### config.mk
export PLATFORM = sky130hd
export DESIGN_NAME = tcb_basis
export DESIGN_NICKNAME = d
export VERILOG_FILES = /design/src/rtl/core/tcb_pkg.sv /design/src/rtl/core/tcb_basis.sv
export SDC_FILE = /design/constraint.sdc
export NUM_CORES = 2
export LEC_CHECK = 0
export ABC_AREA = 0
export BUFFER_PORTS_ARGS = -buffer_cell sky130_fd_sc_hd__buf_2
export CAP_MARGIN = 20
export CORE_MARGIN = 4
export CORE_UTILIZATION = 54
export CTS_CLUSTER_DIAMETER = 100
export CTS_CLUSTER_SIZE = 25
export DETAILED_ROUTE_END_ITERATION = 12
export PLACE_DENSITY = 0.67
export SYNTH_ARGS = -nofsm -noshare
export SYNTH_HDL_FRONTEND = slang
export SYNTH_SLANG_ARGS = --single-unit
### constraint.sdc
create_clock -name clk -period 10.2 [get_ports clk]
set_input_delay 0.51 -clock clk [delete_from_list [all_inputs] [get_ports clk]]
set_output_delay 0.51 -clock clk [all_outputs]
set_load 0.02 [all_outputs]
### src/rtl/core/tcb_pkg.sv
// shared constants, types and register codes of the tcb spline point evaluator
`default_nettype none

package tcb_pkg;

  // coordinate width default, signed fixed point
  localparam int COORD_WIDTH_DEF = 16;

  // segment parameter, unsigned q0.16 with one bit of headroom for 1.0
  localparam int U_FRAC = 16;
  localparam int U_W    = U_FRAC + 1;
  localparam int U_ONE  = 1 << U_FRAC;

  // shape settings, signed q2.14
  localparam int SHAPE_FRAC = 14;
  localparam int SHAPE_W    = 16;
  localparam int SHAPE_ONE  = 1 << SHAPE_FRAC;

  // basis weights q16 and tangent weights q14, both signed
  localparam int H_W  = 18;
  localparam int WT_W = 20;

  // pipeline depth, output register included
  localparam int STAGES = 7;

  localparam int CFG_IDX_W = 2;

  typedef enum logic [CFG_IDX_W-1:0] {
    CFG_TENSION    = 2'd0,
    CFG_CONTINUITY = 2'd1,
    CFG_BIAS       = 2'd2
  } cfg_reg_t;

  typedef logic signed [SHAPE_W-1:0] shape_t;
  typedef logic signed [H_W-1:0]     basis_t;
  typedef logic signed [WT_W-1:0]    weight_t;
  typedef logic [STAGES-1:0]         stage_vec_t;

  typedef struct packed {
    shape_t tension;
    shape_t continuity;
    shape_t bias;
  } shape_cfg_t;

  // hermite basis weights
  typedef struct packed {
    basis_t h00;
    basis_t h01;
    basis_t h10;
    basis_t h11;
  } basis_set_t;

  // tangent weights: outgoing tangent on p1-p0 and p2-p1, incoming on p2-p1 and p3-p2
  typedef struct packed {
    weight_t ts_prev;
    weight_t ts_next;
    weight_t td_prev;
    weight_t td_next;
  } weight_set_t;

endpackage

`default_nettype wire

### src/rtl/core/tcb_basis.sv
// hermite basis weights from the segment parameter, three stages
`default_nettype none

module tcb_basis (
  input  logic                     clk,
  input  tcb_pkg::stage_vec_t      en,
  input  logic [tcb_pkg::U_W-1:0]  u_param,
  output tcb_pkg::basis_set_t      basis
);
  import tcb_pkg::*;

  localparam int U2_W  = 2 * U_W - 1;   // holds 1.0 squared
  localparam int U3_W  = 3 * U_W - 2;   // holds 1.0 cubed
  localparam int ACC_W = U3_W + 3;
  localparam int RSH   = 2 * U_FRAC;

  localparam logic signed [ACC_W-1:0] HALF    = ACC_W'(1) << (RSH - 1);
  localparam logic signed [ACC_W-1:0] ONE_Q48 = ACC_W'(1) << (3 * U_FRAC);

  logic [U_W-1:0]       u_sat;
  logic [2*U_W-1:0]     sq;
  logic [U2_W+U_W-1:0]  cube;

  logic [U_W-1:0]       s1_u;
  logic [U2_W-1:0]      s1_u2;
  logic [U_W-1:0]       s2_u;
  logic [U2_W-1:0]      s2_u2;
  logic [U3_W-1:0]      s2_u3;

  logic signed [ACC_W-1:0] c3, q2, u1;
  logic signed [ACC_W-1:0] r00, r01, r10, r11;

  // u above one clamps to one
  assign u_sat = (u_param > U_W'(U_ONE)) ? U_W'(U_ONE) : u_param;
  assign sq    = u_sat * u_sat;
  assign cube  = s1_u2 * s1_u;

  always_ff @(posedge clk) begin
    if (en[0]) begin
      s1_u  <= u_sat;
      s1_u2 <= sq[U2_W-1:0];
    end
    if (en[1]) begin
      s2_u  <= s1_u;
      s2_u2 <= s1_u2;
      s2_u3 <= cube[U3_W-1:0];
    end
  end

  // all terms in q48
  assign c3 = $signed(ACC_W'(s2_u3));
  assign q2 = $signed(ACC_W'(s2_u2) << U_FRAC);
  assign u1 = $signed(ACC_W'(s2_u) << (2 * U_FRAC));

  assign r00 = (c3 <<< 1) - q2 - (q2 <<< 1) + ONE_Q48 + HALF;
  assign r01 = q2 + (q2 <<< 1) - (c3 <<< 1) + HALF;
  assign r10 = c3 - (q2 <<< 1) + u1 + HALF;
  assign r11 = c3 - q2 + HALF;

  always_ff @(posedge clk) begin
    if (en[2]) begin
      basis.h00 <= r00[RSH +: H_W];
      basis.h01 <= r01[RSH +: H_W];
      basis.h10 <= r10[RSH +: H_W];
      basis.h11 <= r11[RSH +: H_W];
    end
  end

endmodule

`default_nettype wire

[Word-level counts from Yosys, hierarchy flattened]
Index checks and enable logic that the tools add are counted.
Cells by class
  magnitude comparators: 1
  mux-type cells: 1
  $add $sub $neg: 12
  multiply operators: 2
Operator list (number)
  $add 50x33->50 const B: 4
  $sub 50x50->50: 2
  $add 49x50->50: 1
  $add 50x50->50: 1
  $add 50x50->50 const B: 1
  $sub 49x49->50: 1
  $sub 49x50->50: 1
  $sub 50x49->50: 1
  $mul 33x17->49: 1
  $mul 17x17->33: 1
  $gt 17x17->1 const B: 1
  $mux 17: 1
Storage, ports and cells
  flip-flop bits (word level): 221
  bits of input ports: 25
  logic and storage cells: 25
  output and inout bits: 72

[Longest topological paths before layout]
  depth in word-level cells: 4
  gate-level depth with buffers: 30
  gate-level depth less buffers: 28

[Worst setup path after synthesis]
Ideal clock, no wire load.
  kind: input port to flip-flop
  from: in u_param[4] in the netlist's numbering
  to: reg s1_u2[32], data pin
  path slack: 3101 ps
  arrival time: 6839 ps
  buffers on the path: 2
  cell stages on the path: 28
  cells stage by stage: clkbuf_1 -> nor4_1 -> nand4_1 -> nand2_1 -> and2_1 -> clkbuf_1 -> nand2_1 -> fa_1 -> inv_1 -> fa_1 -> inv_1 -> fa_1 -> inv_1 -> fa_1 -> fa_1 -> inv_1 -> fa_1 -> inv_1 -> ha_1 -> a21o_1 -> a21o_1 -> a21oi_1 -> a31oi_1 -> a21o_1 -> o41a_1 -> a221o_1 -> a21oi_1 -> xnor2_1
Between the ends
  word-level cells in the longest chain between the ends: 3
RTL lines
  start: declaration: line tcb_basis.sv:7  | input logic [tcb_pkg::U_W-1:0] u_param,
  $gt 17x17->1: line tcb_basis.sv:34  | assign u_sat = (u_param > U_W'(U_ONE)) ? U_W'(U_ONE) : u_param;
  $mux 17 (*): line tcb_basis.sv:34
  named net u_sat[4]: line tcb_basis.sv:20  | logic [U_W-1:0] u_sat;
  $mul 17x17->33 (*): line tcb_basis.sv:35  | assign sq = u_sat * u_sat;
  named net sq[32]: line tcb_basis.sv:21  | logic [2*U_W-1:0] sq;
  end signal: assignment: line tcb_basis.sv:41  | s1_u2 <= sq[U2_W-1:0];
  end: declaration: line tcb_basis.sv:25  | logic [U2_W-1:0] s1_u2;
Mark *: on every way through the listed nets, which the timed path passes. The rest lies on a longest branch.
A chain may end at the register's enable or synchronous reset.

[Worst setup path after layout]
  from: in u_param[14] in the netlist's numbering
  to: reg s1_u2[32], data pin
Between the ends
  word-level cells in the longest chain between the ends: 3
RTL lines (line)
  $gt 17x17->1: tcb_basis.sv:34
  $mux 17 (*): tcb_basis.sv:34
  $mul 17x17->33 (*): tcb_basis.sv:35
  named net sq[32]: tcb_basis.sv:21
Marks and branches as above.

==> results_dict.tcl <==
set metrics [dict create \
    ff2ff_path_depth 22 \
    worst_r2r_endpoint "s2_u3[47]" \
    startpoint_type "input port" \
    mostFrequentLayoutCell "inv_1" \
    insertion_delay_ps 530 \
    grt_setup_unrepaired "false" \
    rr_startpoint "s1_u2[10]" \
    die-area_mm2 0.0796 \
    numCtsBuffers 14 \
    path_max_fanout 28 \
    rows 100 \
    report.final.slew_viol_count 0 \
    cts_sinks 216 \
    cp_slowest_stage_delay_ps 600 \
    drtAntennaViolNets 0 \
    place.gp.congestion 0.882 \
    routed_wl_mm 91.6 \
    cp_top_family "adder cells" \
    synthArstFlopShare_pct 0 \
    crit_path_end_kind "register" \
    slowest_stage "nand2_1" \
    cp-endpoint "s1_u2[32]" \
    startpoint "u_param[14]" \
    finalSetupTns_ps 0 \
    htreeDepth 1 \
    maxCapViolations 0 \
    synth-edff-count 216 \
    r2r_slack_ps 2650 \
    area_growth_pct 4.68 \
    layout_common_cells "959 x inv_1, 691 x fa_1, 556 x nand2_1, 497 x ha_1, 216 x edfxtp_1" \
    drtIter0Drc 1556 \
    dieHeight_um 282 \
    clock_path_buffers 3 \
    cts-resized-gates 0 \
    grt_pass1_wl_mm 152 \
    cts_tree "yes" \
    yosysSeqAreaShare_pct 16.0 \
    fin_crit_sh_pct 78.0 \
    worstPathArrival_ps 8240 \
    synth.cell_area_mm2 0.0406 \
    fin_crit_ps 7950 \
    hold_viol 0 \
    path_class "in -> reg" \
    hpwl_mm 72.2 \
    drive_gt1_share_pct 3.61 \
    drc 0 \
    post_synth_num_cell_types 66 \
    min_path_type "in -> reg" \
    port_buffers 92 \
    worst-path-buf-inv 6 \
    viasPerCell 5.43 \
    wl_per_cell_um 17.4 \
    slew_headroom_pct 24.6 \
    fmax_mhz 126 \
    setup_viol 0 \
    start_util_pct 54.5 \
    clkTransAtPathRegs_ps 90 \
    vias 28500 \
    status "complete, no violations" \
    drt-pass1-iter-count 5 \
    syn_inst 4269 \
    critPathMostFrequentCell "fa_1" \
    ys_ff_latch 216 \
    synth_warnings 0 \
    ctsHoldBuffers 0 \
    root_buffer "clkbuf_16" \
    n_antenna_cell 0 \
    fp.dieW_um 282 \
    path_depth 27 \
    core-area_mm2 0.0744 \
    critPathRequiredTime_ps 10490 \
    grt.overflow.total 0 \
    max_slew.worst_pin.slew_ps 1130 \
    grt_usage_pct 23.7 \
    antenna_found_initial 0 \
    grt_pass1_vias 29900 \
    skew_ps 48.7 \
    fin_nets 5496 \
    post_cts_buffers 0 \
    synth-main-ff-cell "edfxtp_1" \
    grt_max_degree 73 \
    syn-mean-instance-area_um2 9.50 \
    ioPinCount 97 \
]
==> stage by stage <==
step	util, %	setup WS [ps]	area [um^2]	hold WS, ps	cells
after global placement	56.4	1720	42000	778	5236
after floorplan	-	3100	40700	424	4296
after detailed placement	56.4	1670	42000	776	5236
after CTS	57.1	2240	42500	355	5258
after global routing	57.1	1730	42500	355	5258
final	57.1	2250	42500	356	5258
==> cells in the mapped netlist, drive strengths merged, types with 27 or more instances <==
| master | count | area (um^2) |
|---|---|---|
| a21oi | 174 | 875 |
| ha | 497 | 6220 |
| nand2b | 27 | 169 |
| inv | 959 | 3600 |
| xnor2 | 118 | 1030 |
| fa | 691 | 13800 |
| xor2 | 36 | 315 |
| nor2b | 33 | 206 |
| nor2 | 82 | 308 |
| nand2 | 556 | 2090 |
| a21o | 124 | 931 |
| and3 | 34 | 213 |
| o21ai | 95 | 479 |
| clkbuf | 146 | 548 |
| and2 | 184 | 1150 |
| nand3 | 35 | 175 |
| edfxtp | 216 | 6490 |
| nand4 | 28 | 175 |
==> cells by family after synthesis <==
logic type	after synthesis	synth area share (%)
xor+xnor	154	3.32
fa+ha+maj	1188	49.4
other cells	2	0.0185
buf+inv	1106	10.2
compound gates	557	8.86
flops	216	16.0
simple gates	1043	12.1
mux	3	0.0771
==> state kept, by name (all words and copies together) (netlist names) <==
signal / count
s2_u2: 31
basis: 72
s1_u: 17
s1_u2: 31
s2_u: 16
s2_u3: 49
==> how the worst min path moves through the flow <==
stage / startpoint / end / cells after the start
after global routing: u_param[0] / s1_u2[2] / 2
after global placement: s2_u2[32] / basis[35] / 2
after detailed placement: s2_u2[32] / basis[35] / 2
after floorplan: s1_u2[10] / s2_u2[10] / 0
final: u_param[0] / s1_u2[2] / 2
after CTS: u_param[0] / s1_u2[2] / 2
==> final cells by class <==
cell class              instances  area, um^2
inverters                     959        3600
clock inverters                 7         105
flip-flops and latches        216        6490
repair buffers                118         658
multi-input cells            2974       30000
well taps                     969        1210
fillers                      6583       32000
clock buffers                  15         375
==> layer usage <==
layer | routed length (um) | GRT usage, % | up-vias
met4 | 2060 | 5.55 | 0
li1 | - | - | 13400
met1 | 41300 | 33.4 | 14200
met3 | 5250 | 2.81 | 129
met5 | 0 | 0 | -
met2 | 43000 | 39.8 | 817
Power is not shown: default switching activity piles up to over one toggle a cycle in this logic, so the estimate is an artifact.
